--- config.mk ---
export PLATFORM = sky130hd
export DESIGN_NAME = guarded_input_inject_drain_top_flat
export DESIGN_NICKNAME = d
export VERILOG_FILES = /design/src/rtl/gii_pkg.sv /design/src/rtl/gii_in_if.sv /design/src/rtl/gii_out_if.sv /design/src/rtl/gii_drain.sv /design/src/rtl/guarded_input_inject_drain_top.sv /design/src/flat_wrapper.sv
export SDC_FILE = /design/constraint.sdc
export NUM_CORES = 2
export LEC_CHECK = 0
export BUFFER_PORTS_ARGS = -buffer_cell sky130_fd_sc_hd__buf_2
export CORE_UTILIZATION = 35
export CTS_CLUSTER_DIAMETER = 150
export DETAILED_ROUTE_END_ITERATION = 8
export PLACE_DENSITY = 0.53
export SETUP_SLACK_MARGIN = 0.2
export SLEW_MARGIN = 0
export SYNTH_ARGS = -nofsm -noshare
export SYNTH_HDL_FRONTEND = slang
export SYNTH_HIERARCHICAL = 1
export SYNTH_SLANG_ARGS = --single-unit
--- constraint.sdc ---
create_clock -name clk -period 34.9 [get_ports clk]
set_clock_uncertainty 0.1 [all_clocks]
set_input_delay 5.235 -clock clk [delete_from_list [all_inputs] [get_ports clk]]
set_output_delay 5.235 -clock clk [all_outputs]
set_load 0.05 [all_outputs]
--- src/rtl/gii_pkg.sv ---
// Shared types and constants for the guarded input inject/drain block.
// Used by the channel interfaces, the drain unit and the top level.
package gii_pkg;

	localparam int unsigned WORD_W = 32;
	localparam int unsigned BIT_W = 5;
	localparam int unsigned CFG_IDX_W = 3;
	localparam logic [WORD_W-1:0] CAP_LIMIT = 32'h7FFF_FFFF;

	typedef enum logic [1:0] {
		ST_BAD    = 2'd0,
		ST_PASS   = 2'd1,
		ST_STALE  = 2'd2,
		ST_INJECT = 2'd3
	} status_t;

	typedef enum logic [CFG_IDX_W-1:0] {
		CFG_MAGIC     = 3'd0,
		CFG_VERSION   = 3'd1,
		CFG_TIMEOUT   = 3'd2,
		CFG_CHAN_MASK = 3'd3,
		CFG_MOUSE_BIT = 3'd4
	} cfg_idx_t;

	typedef struct packed {
		logic [WORD_W-1:0]        seq_before;
		logic [WORD_W-1:0]        seq_after;
		logic [WORD_W-1:0]        header_magic;
		logic [WORD_W-1:0]        header_version;
		logic                     enabled;
		logic [WORD_W-1:0]        channels;
		logic [WORD_W-1:0]        writer_tick;
		logic [WORD_W-1:0]        now_ms;
		logic [WORD_W-1:0]        mouse_seq;
		logic signed [WORD_W-1:0] budget_x;
		logic signed [WORD_W-1:0] budget_y;
		logic [WORD_W-1:0]        step_max;
	} in_beat_t;

	typedef struct packed {
		logic [1:0]               status;
		logic [WORD_W-1:0]        seq_seen;
		logic [WORD_W-1:0]        channels_out;
		logic signed [WORD_W-1:0] mouse_dx;
		logic signed [WORD_W-1:0] mouse_dy;
		logic [WORD_W-1:0]        frame_count;
		logic [WORD_W-1:0]        applied_count;
		logic signed [WORD_W-1:0] left_x;
		logic signed [WORD_W-1:0] left_y;
	} out_beat_t;

endpackage

--- src/rtl/gii_in_if.sv ---
// Valid/ready channel carrying one frame snapshot beat.
// Depends on gii_pkg for the beat type.
interface gii_in_if;
	logic             valid;
	logic             ready;
	gii_pkg::in_beat_t data;

	modport source (output valid, output data, input ready);
	modport sink (input valid, input data, output ready);
endinterface

--- src/rtl/gii_out_if.sv ---
// Valid/ready channel carrying one result beat.
// Depends on gii_pkg for the beat type.
interface gii_out_if;
	logic              valid;
	logic              ready;
	gii_pkg::out_beat_t data;

	modport source (output valid, output data, input ready);
	modport sink (input valid, input data, output ready);
endinterface

--- src/rtl/gii_drain.sv ---
// Capped signed drain of one budget axis: step and remainder after it.
// Depends on gii_pkg for widths and the cap limit.
module gii_drain (
	input  logic signed [gii_pkg::WORD_W-1:0] rem,
	input  logic        [gii_pkg::WORD_W-1:0] cap_in,
	output logic signed [gii_pkg::WORD_W-1:0] step,
	output logic signed [gii_pkg::WORD_W-1:0] left
);
	logic signed [gii_pkg::WORD_W-1:0] cap;
	logic signed [gii_pkg::WORD_W-1:0] neg_cap;

	// cap never exceeds the positive limit, so its negation always fits
	assign cap = (cap_in > gii_pkg::CAP_LIMIT) ? gii_pkg::CAP_LIMIT : cap_in;
	assign neg_cap = -cap;

	always_comb begin
		if (rem == '0) begin
			step = '0;
		end else if (cap_in == '0) begin
			step = rem;
		end else if (!rem[gii_pkg::WORD_W-1]) begin
			step = (rem < cap) ? rem : cap;
		end else begin
			step = (rem > neg_cap) ? rem : neg_cap;
		end
	end

	assign left = rem - step;
endmodule

--- src/rtl/guarded_input_inject_drain_top.sv ---
// Guarded input inject/drain: frame classification, decision hold on torn reads,
// mouse budget drain. Depends on gii_pkg, gii_in_if, gii_out_if, gii_drain.
//
// Usage:
//   in_ch carries one frame snapshot per beat, out_ch one result per beat.
//   Configuration is a plain write port (cfg_we, cfg_index, cfg_data); write it
//   only while no beat is in flight. Index values past the register list are
//   ignored.
//   A snapshot beat lands in the input register; from there it is classified,
//   the budget step is drained and the result register loads as soon as that
//   register is free or being taken. Throughput is one beat per cycle while
//   out_ch takes results: the combinational decision/drain path between the
//   input and result registers sets it.
//   When out_ch stalls, the result register holds and one more beat may wait
//   in the input register; in_ch.ready then drops until the result is taken.
//   Reset clears the held decision, remainders, mouse sequence and counters
//   and loads the register reset values (channel mask all ones).
module guarded_input_inject_drain_top #(
	parameter int unsigned CFG_IDX_W = gii_pkg::CFG_IDX_W
) (
	input  logic                 clk,
	input  logic                 arst_n,
	input  logic                 cfg_we,
	input  logic [CFG_IDX_W-1:0] cfg_index,
	input  logic [gii_pkg::WORD_W-1:0] cfg_data,
	gii_in_if.sink               in_ch,
	gii_out_if.source            out_ch
);
	localparam int unsigned W = gii_pkg::WORD_W;

	// configuration
	logic [W-1:0] exp_magic_q, exp_version_q, timeout_q, chan_mask_q;
	logic [gii_pkg::BIT_W-1:0] mouse_bit_q;

	// held decision and drain state
	gii_pkg::status_t lg_status_q;
	logic [W-1:0] lg_seq_q, lg_chan_q, lg_mseq_q, lg_smax_q;
	logic signed [W-1:0] lg_bx_q, lg_by_q;
	logic [W-1:0] mseq_seen_q, frames_q, applied_q;
	logic signed [W-1:0] remain_x_q, remain_y_q;

	// pipeline
	gii_pkg::in_beat_t  beat_s1;
	logic               valid_s1;
	gii_pkg::out_beat_t out_beat_q;
	logic               out_valid_q;
	logic               advance;

	// decision for the beat in the input register
	gii_pkg::status_t d_status;
	logic [W-1:0] d_seq, d_chan, d_mseq, d_smax, age;
	logic signed [W-1:0] d_bx, d_by;
	logic header_ok, torn, stale, inject, mouse_on, fresh;
	logic signed [W-1:0] src_x, src_y, step_x, step_y, left_x, left_y;
	logic signed [W-1:0] nxt_rx, nxt_ry;

	assign advance = valid_s1 && (!out_valid_q || out_ch.ready);
	assign in_ch.ready = !valid_s1 || advance;
	assign out_ch.valid = out_valid_q;
	assign out_ch.data = out_beat_q;

	always_ff @(posedge clk or negedge arst_n) begin
		if (!arst_n) begin
			exp_magic_q   <= '0;
			exp_version_q <= '0;
			timeout_q     <= '0;
			chan_mask_q   <= '1;
			mouse_bit_q   <= '0;
		end else if (cfg_we) begin
			unique case (cfg_index)
				gii_pkg::CFG_MAGIC:     exp_magic_q   <= cfg_data;
				gii_pkg::CFG_VERSION:   exp_version_q <= cfg_data;
				gii_pkg::CFG_TIMEOUT:   timeout_q     <= cfg_data;
				gii_pkg::CFG_CHAN_MASK: chan_mask_q   <= cfg_data;
				gii_pkg::CFG_MOUSE_BIT: mouse_bit_q   <= cfg_data[gii_pkg::BIT_W-1:0];
				default: ;
			endcase
		end
	end

	assign header_ok = (beat_s1.header_magic == exp_magic_q) &&
		(beat_s1.header_version == exp_version_q);
	assign torn = beat_s1.seq_before != beat_s1.seq_after;
	assign age = beat_s1.now_ms - beat_s1.writer_tick;
	assign stale = (timeout_q != '0) && (age > timeout_q);

	always_comb begin
		d_status = lg_status_q;
		d_seq    = lg_seq_q;
		d_chan   = lg_chan_q;
		d_mseq   = lg_mseq_q;
		d_bx     = lg_bx_q;
		d_by     = lg_by_q;
		d_smax   = lg_smax_q;
		if (!header_ok) begin
			d_status = gii_pkg::ST_BAD;
			d_seq    = '0;
			d_chan   = '0;
			d_mseq   = '0;
			d_bx     = '0;
			d_by     = '0;
			d_smax   = '0;
		end else if (!torn) begin
			d_seq  = beat_s1.seq_after;
			d_chan = '0;
			d_mseq = '0;
			d_bx   = '0;
			d_by   = '0;
			d_smax = '0;
			if (!beat_s1.enabled) begin
				d_status = gii_pkg::ST_PASS;
			end else if (stale) begin
				d_status = gii_pkg::ST_STALE;
			end else begin
				d_status = gii_pkg::ST_INJECT;
				d_chan   = beat_s1.channels & chan_mask_q;
				d_mseq   = beat_s1.mouse_seq;
				d_bx     = beat_s1.budget_x;
				d_by     = beat_s1.budget_y;
				d_smax   = beat_s1.step_max;
			end
		end
	end

	assign inject   = d_status == gii_pkg::ST_INJECT;
	assign mouse_on = inject && d_chan[mouse_bit_q];
	assign fresh    = d_mseq != mseq_seen_q;
	assign src_x    = fresh ? d_bx : remain_x_q;
	assign src_y    = fresh ? d_by : remain_y_q;

	gii_drain u_drain_x (.rem(src_x), .cap_in(d_smax), .step(step_x), .left(left_x));
	gii_drain u_drain_y (.rem(src_y), .cap_in(d_smax), .step(step_y), .left(left_y));

	always_comb begin
		if (!inject) begin
			nxt_rx = '0;
			nxt_ry = '0;
		end else if (mouse_on) begin
			nxt_rx = left_x;
			nxt_ry = left_y;
		end else begin
			nxt_rx = remain_x_q;
			nxt_ry = remain_y_q;
		end
	end

	always_ff @(posedge clk or negedge arst_n) begin
		if (!arst_n) begin
			valid_s1    <= 1'b0;
			out_valid_q <= 1'b0;
			lg_status_q <= gii_pkg::ST_BAD;
			lg_seq_q    <= '0;
			lg_chan_q   <= '0;
			lg_mseq_q   <= '0;
			lg_bx_q     <= '0;
			lg_by_q     <= '0;
			lg_smax_q   <= '0;
			mseq_seen_q <= '0;
			remain_x_q  <= '0;
			remain_y_q  <= '0;
			frames_q    <= '0;
			applied_q   <= '0;
		end else begin
			if (in_ch.ready) begin
				valid_s1 <= in_ch.valid;
			end
			if (advance) begin
				out_valid_q <= 1'b1;
			end else if (out_ch.ready) begin
				out_valid_q <= 1'b0;
			end
			if (advance) begin
				lg_status_q <= d_status;
				lg_seq_q    <= d_seq;
				lg_chan_q   <= d_chan;
				lg_mseq_q   <= d_mseq;
				lg_bx_q     <= d_bx;
				lg_by_q     <= d_by;
				lg_smax_q   <= d_smax;
				remain_x_q  <= nxt_rx;
				remain_y_q  <= nxt_ry;
				frames_q    <= frames_q + 1'b1;
				if (mouse_on && fresh) begin
					mseq_seen_q <= d_mseq;
				end
				if (inject) begin
					applied_q <= applied_q + 1'b1;
				end
			end
		end
	end

	always_ff @(posedge clk) begin
		if (in_ch.ready && in_ch.valid) begin
			beat_s1 <= in_ch.data;
		end
		if (advance) begin
			out_beat_q.status        <= d_status;
			out_beat_q.seq_seen      <= d_seq;
			out_beat_q.channels_out  <= inject ? d_chan : '0;
			out_beat_q.mouse_dx      <= mouse_on ? step_x : '0;
			out_beat_q.mouse_dy      <= mouse_on ? step_y : '0;
			out_beat_q.frame_count   <= frames_q + 1'b1;
			out_beat_q.applied_count <= inject ? applied_q + 1'b1 : applied_q;
			out_beat_q.left_x        <= nxt_rx;
			out_beat_q.left_y        <= nxt_ry;
		end
	end

	a_stall_blocks_input: assert property (@(posedge clk) disable iff (!arst_n)
		(valid_s1 && out_valid_q && !out_ch.ready) |-> !in_ch.ready)
		else $error("input taken while both stages are full and stalled");

	a_frame_step: assert property (@(posedge clk) disable iff (!arst_n)
		advance |=> frames_q == $past(frames_q) + 1'b1)
		else $error("frame counter did not step by one per result");

	a_applied_hold: assert property (@(posedge clk) disable iff (!arst_n)
		(advance && !inject) |=> applied_q == $past(applied_q))
		else $error("applied counter moved on a non-injecting frame");

	a_idle_clears: assert property (@(posedge clk) disable iff (!arst_n)
		(out_valid_q && out_beat_q.status != gii_pkg::ST_INJECT) |->
		(out_beat_q.left_x == '0 && out_beat_q.left_y == '0 &&
		out_beat_q.mouse_dx == '0 && out_beat_q.channels_out == '0))
		else $error("non-injecting result carries budget or channels");
endmodule
--- src/flat_wrapper.sv ---
// flat-port wrapper written by rule: the top's interface ports become plain ports
module guarded_input_inject_drain_top_flat 
#(
	parameter int unsigned CFG_IDX_W = gii_pkg::CFG_IDX_W
)
  (clk, arst_n, cfg_we, cfg_index, cfg_data, in_ch_valid, in_ch_data, in_ch_ready, out_ch_valid, out_ch_data, out_ch_ready);
  gii_in_if in_ch_i ();
  gii_out_if out_ch_i ();
  input  logic clk;
  input  logic arst_n;
  input  logic cfg_we;
  input  logic [CFG_IDX_W-1:0] cfg_index;
  input  logic [gii_pkg::WORD_W-1:0] cfg_data;
  input wire logic [$bits(in_ch_i.valid)-1:0] in_ch_valid;
  input wire logic [$bits(in_ch_i.data)-1:0] in_ch_data;
  output wire logic [$bits(in_ch_i.ready)-1:0] in_ch_ready;
  output wire logic [$bits(out_ch_i.valid)-1:0] out_ch_valid;
  output wire logic [$bits(out_ch_i.data)-1:0] out_ch_data;
  input wire logic [$bits(out_ch_i.ready)-1:0] out_ch_ready;
  assign in_ch_i.valid = in_ch_valid;
  assign in_ch_i.data = in_ch_data;
  assign in_ch_ready = in_ch_i.ready;
  assign out_ch_valid = out_ch_i.valid;
  assign out_ch_data = out_ch_i.data;
  assign out_ch_i.ready = out_ch_ready;
  guarded_input_inject_drain_top #(.CFG_IDX_W(CFG_IDX_W)) u_core (.clk(clk), .arst_n(arst_n), .cfg_we(cfg_we), .cfg_index(cfg_index), .cfg_data(cfg_data), .in_ch(in_ch_i), .out_ch(out_ch_i));
endmodule
# Word level (Yosys, flattened, before mapping)
# Cells that the tools add are included.
[totals]
regBits = 1100
output_inout_bits = 260
wordCells = 133
[op_classes]
n_addsub = 6
magnitude_cmp = 7
eq_ne = 9
n_mux = 48
bitwise = 1
n_reduce_logical = 22
[op_table]
columns = ["op", "count"]
rows = [
  ["32-bit two-way mux", 40],
  ["32-bit > comparator", 3],
  ["32-bit zero test", 3],
  ["32-bit subtractor", 3],
  ["32-bit by 1-bit adder with 32-bit output (second input constant)", 2],
  ["32-bit equality test", 2],
  ["32-bit less-than comparator", 2],
  ["32-bit inequality test", 2],
  ["32-bit AND", 1],
  ["32-bit by 31-bit > comparator with 1-bit output (second input constant)", 1],
  ["32-bit negation", 1],
  ["32-bit nonzero test", 1],
  ["2-bit AND reduction", 6],
  ["3-bit by 2-bit equality test with 1-bit output (second input constant)", 2],
  ["1-bit logical AND", 6],
  ["5-bit by 6-bit less-than comparator with 1-bit output (second input constant)", 1],
  ["2-bit two-way mux", 3],
  ["1-bit binary-select mux with 5-bit select", 1],
  ["1-bit two-way mux", 4],
  ["3-bit by 1-bit equality test with 1-bit output (second input constant)", 1],
  ["3-bit equality test (second input constant)", 1],
  ["3-bit zero test", 1],
  ["2-bit equality test (second input constant)", 1],
  ["1-bit zero test", 2],
  ["2 further kinds", 3],
]

# Longest topological paths before layout
[logic_depth]
word_depth = 18
depth_mapped = 67
ltp_nobuf = 55

# Modules after synthesis
# Netlist, hierarchy kept.
[by_module_without_submodules]
columns = ["module", "instances", "cells_each", "area_each_um2"]
rows = [
  ["guarded_input_inject_drain_top", 1, 3715, 47719.5],
  ["gii_drain at u_core.u_drain_y", 1, 728, 5201.2],
  ["gii_drain at u_core.u_drain_x", 1, 689, 4951.0],
]

# Worst setup path after synthesis
# OpenSTA, ideal clock, no wires.
[synth_timing]
path_type = "input -> register"
start = "input port out_ch_ready"
end = "register u_core/beat_s1[0] (netlist bit), enable pin"
setup_time_ns = 0.759
arrival_time_ns = 13.731
slack_ns = 20.310
stages = 2
path_buffers = 0
path_cell_list = "nand3b_1 and2_1"
[synth_between]
elab_chain_len = 4
[synth_lines]
columns = ["element", "line_no", "rtl"]
rows = [
  ["start: declaration", "flat_wrapper.sv:19", "input wire logic [$bits(out_ch_i.ready)-1:0] out_ch_ready;"],
  ["1-bit logical OR", "guarded_input_inject_drain_top.sv:57", "assign advance = valid_s1 && (!out_valid_q || out_ch.ready);"],
  ["1-bit logical AND", "guarded_input_inject_drain_top.sv:57", ""],
  ["1-bit logical OR", "guarded_input_inject_drain_top.sv:58", "assign in_ch.ready = !valid_s1 || advance;"],
  ["1-bit logical AND", "guarded_input_inject_drain_top.sv:194", "if (in_ch.ready && in_ch.valid) begin"],
  ["end signal: assignment", "guarded_input_inject_drain_top.sv:195", "beat_s1 <= in_ch.data;"],
  ["end: declaration", "guarded_input_inject_drain_top.sv:43", "gii_pkg::in_beat_t beat_s1;"],
]
# Every way passes these cells.
# A chain may end at the register's enable or synchronous reset.

# Worst setup path after layout
[layout_timing]
start = "register u_core/beat_s1[129] (netlist bit)"
end = "register u_core.out_beat_q (netlist bit u_core/out_ch.data[61]) (data pin)"
[layout_between]
elab_chain_len = 18
word_cells_on_any_way = 44
classes_between = "add/sub (3); order compare (4); eq/ne (2); mux (31); reduce/logical (4)"
[layout_lines]
columns = ["element", "line_no", "rtl"]
rows = [
  ["32-bit subtractor (*)", "guarded_input_inject_drain_top.sv:84", "assign age = beat_s1.now_ms - beat_s1.writer_tick;"],
  ["32-bit > comparator (*)", "guarded_input_inject_drain_top.sv:85", "assign stale = (timeout_q != '0) && (age > timeout_q);"],
  ["1-bit logical AND (*)", "guarded_input_inject_drain_top.sv:85", ""],
  ["32-bit two-way mux (*)", "guarded_input_inject_drain_top.sv:112", "end else if (stale) begin"],
  ["32-bit two-way mux (*)", "guarded_input_inject_drain_top.sv:110", "if (!beat_s1.enabled) begin"],
  ["32-bit two-way mux (*)", "guarded_input_inject_drain_top.sv:103", "end else if (!torn) begin"],
  ["32-bit two-way mux (*)", "guarded_input_inject_drain_top.sv:95", "if (!header_ok) begin"],
  ["via u_core.d_smax[31]", "guarded_input_inject_drain_top.sv:51", "logic [W-1:0] d_seq, d_chan, d_mseq, d_smax, age;"],
  ["[... 5 more ...]", "--", ""],
  ["32-bit two-way mux", "gii_drain.sv:21", "end else if (!rem[gii_pkg::WORD_W-1]) begin"],
  ["32-bit two-way mux (*)", "gii_drain.sv:19", "end else if (cap_in == '0) begin"],
  ["32-bit two-way mux (*)", "gii_drain.sv:17", "if (rem == '0) begin"],
  ["32-bit subtractor (*)", "gii_drain.sv:28", "assign left = rem - step;"],
  ["via u_core.left_x[29]", "guarded_input_inject_drain_top.sv:54", "logic signed [W-1:0] src_x, src_y, step_x, step_y, left_x, left_y;"],
  ["32-bit two-way mux (*)", "guarded_input_inject_drain_top.sv:138", "end else if (mouse_on) begin"],
  ["32-bit two-way mux (*)", "guarded_input_inject_drain_top.sv:135", "if (!inject) begin"],
  ["via u_core.nxt_rx[29]", "guarded_input_inject_drain_top.sv:55", "logic signed [W-1:0] nxt_rx, nxt_ry;"],
  ["end: declaration", "guarded_input_inject_drain_top.sv:45", "gii_pkg::out_beat_t out_beat_q;"],
]
# Mark *: on every way through the listed nets, which the timed path passes. The rest lies on a longest branch. The select of a mux whose other input is x is not followed.

==> impl_metrics.toml <==
[outcome]
status = "completed"

[worst_setup_path]
cp.arrival_ns = 15.72
critPathMaxFanout = 48
worstSetupStartpointType = "flip-flop"
critPathSlowestCell = "nor2_1"
cp.required_ns = 35.30
crit_path_end_kind = "flip-flop"
critical_path_class = "reg2reg"
critPathMaxStageDelay_ns = 0.80

[drt]
wl_per_cell_um = 24.8
via_per_inst = 5.51
drc = 0
ant_nets = 0
firstDrtPassIters = 6
wl_um = 199000
vias = 44100
drt-initial-drc-count = 3592

[sta]
final_max_slew_viol_count = 0
finalSetupTns_ns = 0
timing.final.crit_share = 0.439
slew-limit-headroom = 0.235
setup_viol = 0
finalHoldViolations = 0
fmax_ghz = 0.0653
worst_pin_slew_ns = 1.14
rsz0062_at_grt = "false"
fin_crit_ns = 15.32

[logic_synthesis]
synthDistinctLibCells = 110
synth_area_um2 = 57900
yosysSeqAreaShare = 0.529
synthesis.nets = 5783
yosysWarnings = 6
ys.flop_type = "edfxtp_1"
synth_seq_cells = 1100
async_flop_share = 0.445
synth_edf_count = 611
syn_inst = 5132
syn_area_per_cell_um2 = 11.3

[layout]
instances_no_fill = 7999
top_register = "u_core/beat_s1"
final_cell_mix = "651 x buf_2, 611 x edfxtp_1, 480 x nand2_1, 457 x dfrtp_1, 319 x nor2_1"
fin_nets = 6356
synthToLayoutAreaGrowth_pct = 16.8
layout_commonest_cell = "buf_2"
drive_gt1_frac = 0.230
largest_register_ffs = 353

[run]
maxCapViolCount = 0

[floorplan]
pin_count = 653
rows = 148
chipWidth_um = 409
start_util = 0.354
core_area_um2 = 164000
die_h_um = 409
dieArea_um2 = 167000

[power]
leakagePower_nw = 28.6
peakVddDrop_mv = 0.0420
combPwrFrac = 0.123
p_int_mw = 2.35
power_density_nw_per_um2 = 48.0
power.clock.fraction = 0.407
p_sw_mw = 0.897
switching_share = 0.276
seqPwrFrac = 0.471

[global_route]
grt_max_degree = 163
antenna_found_initial = 38
grt_pass1_wl_um = 292000
grt-ovfl-total = 0
grt_pass1_vias = 43500
grt_usage = 0.232

[place]
hpwl_um = 144000
place_congestion = 0.923
place_inst = 7757
numPortBuffers = 652

[clock_tree]
cts_resized = 0
clkSinkCount = 1100
clockBufferDepth = 3
insertion_delay_ns = 0.79
ctsRootBufferMaster = "clkbuf_16"
postCtsSetupBuffers = 0
cts_made_buffers = 121
htree_levels = 3
cts_tree = "yes"
hold_buffers = 0
clk_pin_slew_ns = 0.06

[hold_path]
min_path_type = "reg2reg"
==> synthesized netlist by cell type (18+ instances only) <==
master | count | area [µm²]
buf_6 | 18 | 203
o211ai_1 | 29 | 218
a21oi_1 | 283 | 1420
a22o_1 | 98 | 858
mux2_2 | 239 | 2690
xnor2_1 | 222 | 1940
mux2i_1 | 19 | 190
edfxtp_1 | 611 | 18300
nor3_1 | 85 | 425
nor2b_1 | 22 | 138
and2_1 | 29 | 181
nor2_1 | 322 | 1210
inv_1 | 136 | 510
a21o_1 | 65 | 488
or3_1 | 33 | 206
o211a_1 | 18 | 180
a31oi_1 | 23 | 144
a32o_1 | 36 | 360
o2111ai_1 | 36 | 315
nand4_1 | 76 | 475
o31ai_1 | 49 | 368
nand2_1 | 482 | 1810
and3_1 | 120 | 751
o221ai_1 | 18 | 158
buf_1 | 36 | 135
o21ai_0 | 200 | 1000
dfrtp_1 | 457 | 11400
ha_1 | 255 | 3190
o2111a_1 | 18 | 203
nand2b_1 | 20 | 125
nand3_1 | 174 | 871
mux2_4 | 23 | 345
a22oi_1 | 111 | 833
xor2_1 | 132 | 1160
clkbuf_1 | 197 | 739
nor4_1 | 54 | 338
dfstp_2 | 32 | 841
a211oi_1 | 27 | 203
o21a_1 | 33 | 248
buf_2 | 29 | 145
==> layout make-up <==
| cell class | count | area (µm²) |
|---|---|---|
| Sequential cell | 1100 | 30600 |
| Clock buffer | 151 | 3220 |
| Multi-Input combinational cell | 3604 | 25600 |
| Clock inverter | 81 | 855 |
| Fill cell | 15700 | 95900 |
| Antenna cell | 10 | 25.0 |
| Timing Repair Buffer | 739 | 4000 |
| Tap cell | 2175 | 2720 |
| Inverter | 139 | 529 |
==> power groups by stage <==
| stage | Sequential (mW) | Clock [mW] | Combinational (mW) |
|---|---|---|---|
| CTS | 1.53 | 1.36 | 0.403 |
| detailed placement | 1.55 | 0 | 0.402 |
| floorplan | 1.62 | 0 | 0.187 |
| global route | 1.54 | 1.40 | 0.429 |
| finish | 1.53 | 1.32 | 0.398 |
| global placement | 1.55 | 0 | 0.398 |
==> per-stage QoR <==
step	instance area [µm²]	hold slack (ns)	setup WS, ns	utilization	power, mW
after floorplan	57900	0.346	20.31	-	1.81
after global placement	63500	0.358	19.81	0.388	1.95
after detailed placement	63500	0.362	19.78	0.388	1.95
after CTS	67500	0.377	19.72	0.413	3.29
after global routing	67600	0.391	18.46	0.413	3.36
final	67600	0.373	19.58	0.413	3.25
==> per-layer routing <==
layer / track usage / up-vias / share of wire
met5: 0 / - / 0.0015
met4: 0.0703 / 48 / 0.029
met3: 0.0481 / 290 / 0.063
met2: 0.362 / 1489 / 0.45
met1: 0.322 / 21900 / 0.46
li1: - / 20300 / -
==> critical path: cells and delay by family (launching register included) <==
family                   cells  cell delay, ns
AND/OR/NAND/NOR             18            5.39
multiplexers                 1            0.19
adder cells (fa/ha/maj)      5            1.54
buffers and inverters        4            1.20
AO/OA/AOI/OAI               24            5.81
XOR/XNOR                     2            0.29
flip-flops                   1            0.42
==> worst paths after layout <==
kind	startpoint	end	cells past startpoint	slack (ns)
max	u_core/beat_s1[129]$_DFFE_PP_	u_core/out_ch.data[61]$_DFFE_PP_	54	19.58
max reg2reg	u_core/beat_s1[129]$_DFFE_PP_	u_core/out_ch.data[61]$_DFFE_PP_	54	19.58
min reg2reg	u_core/lg_seq_q[12]$_DFFE_PN0P_	u_core/lg_seq_q[12]$_DFFE_PN0P_	2	0.37
min in group asynchronous	arst_n	u_core/frames_q[31]$_DFFE_PN0P_	1	4.31
max in group asynchronous	arst_n	u_core/lg_by_q[10]$_DFFE_PN0P_	4	27.46
min	u_core/lg_seq_q[12]$_DFFE_PN0P_	u_core/lg_seq_q[12]$_DFFE_PN0P_	2	0.37
==> kinds of logic after synthesis <==
logic type / Yosys count / share of synthesized area
compound gates: 1183 / 0.143
xor+xnor: 354 / 0.0536
fa+ha+maj: 258 / 0.0562
buf+inv: 428 / 0.0314
flops: 1100 / 0.529
mux: 284 / 0.0564
other cells: 2 / 0.000130
simple gates: 1523 / 0.130
Note: power is estimated with default switching activity, not from simulation.
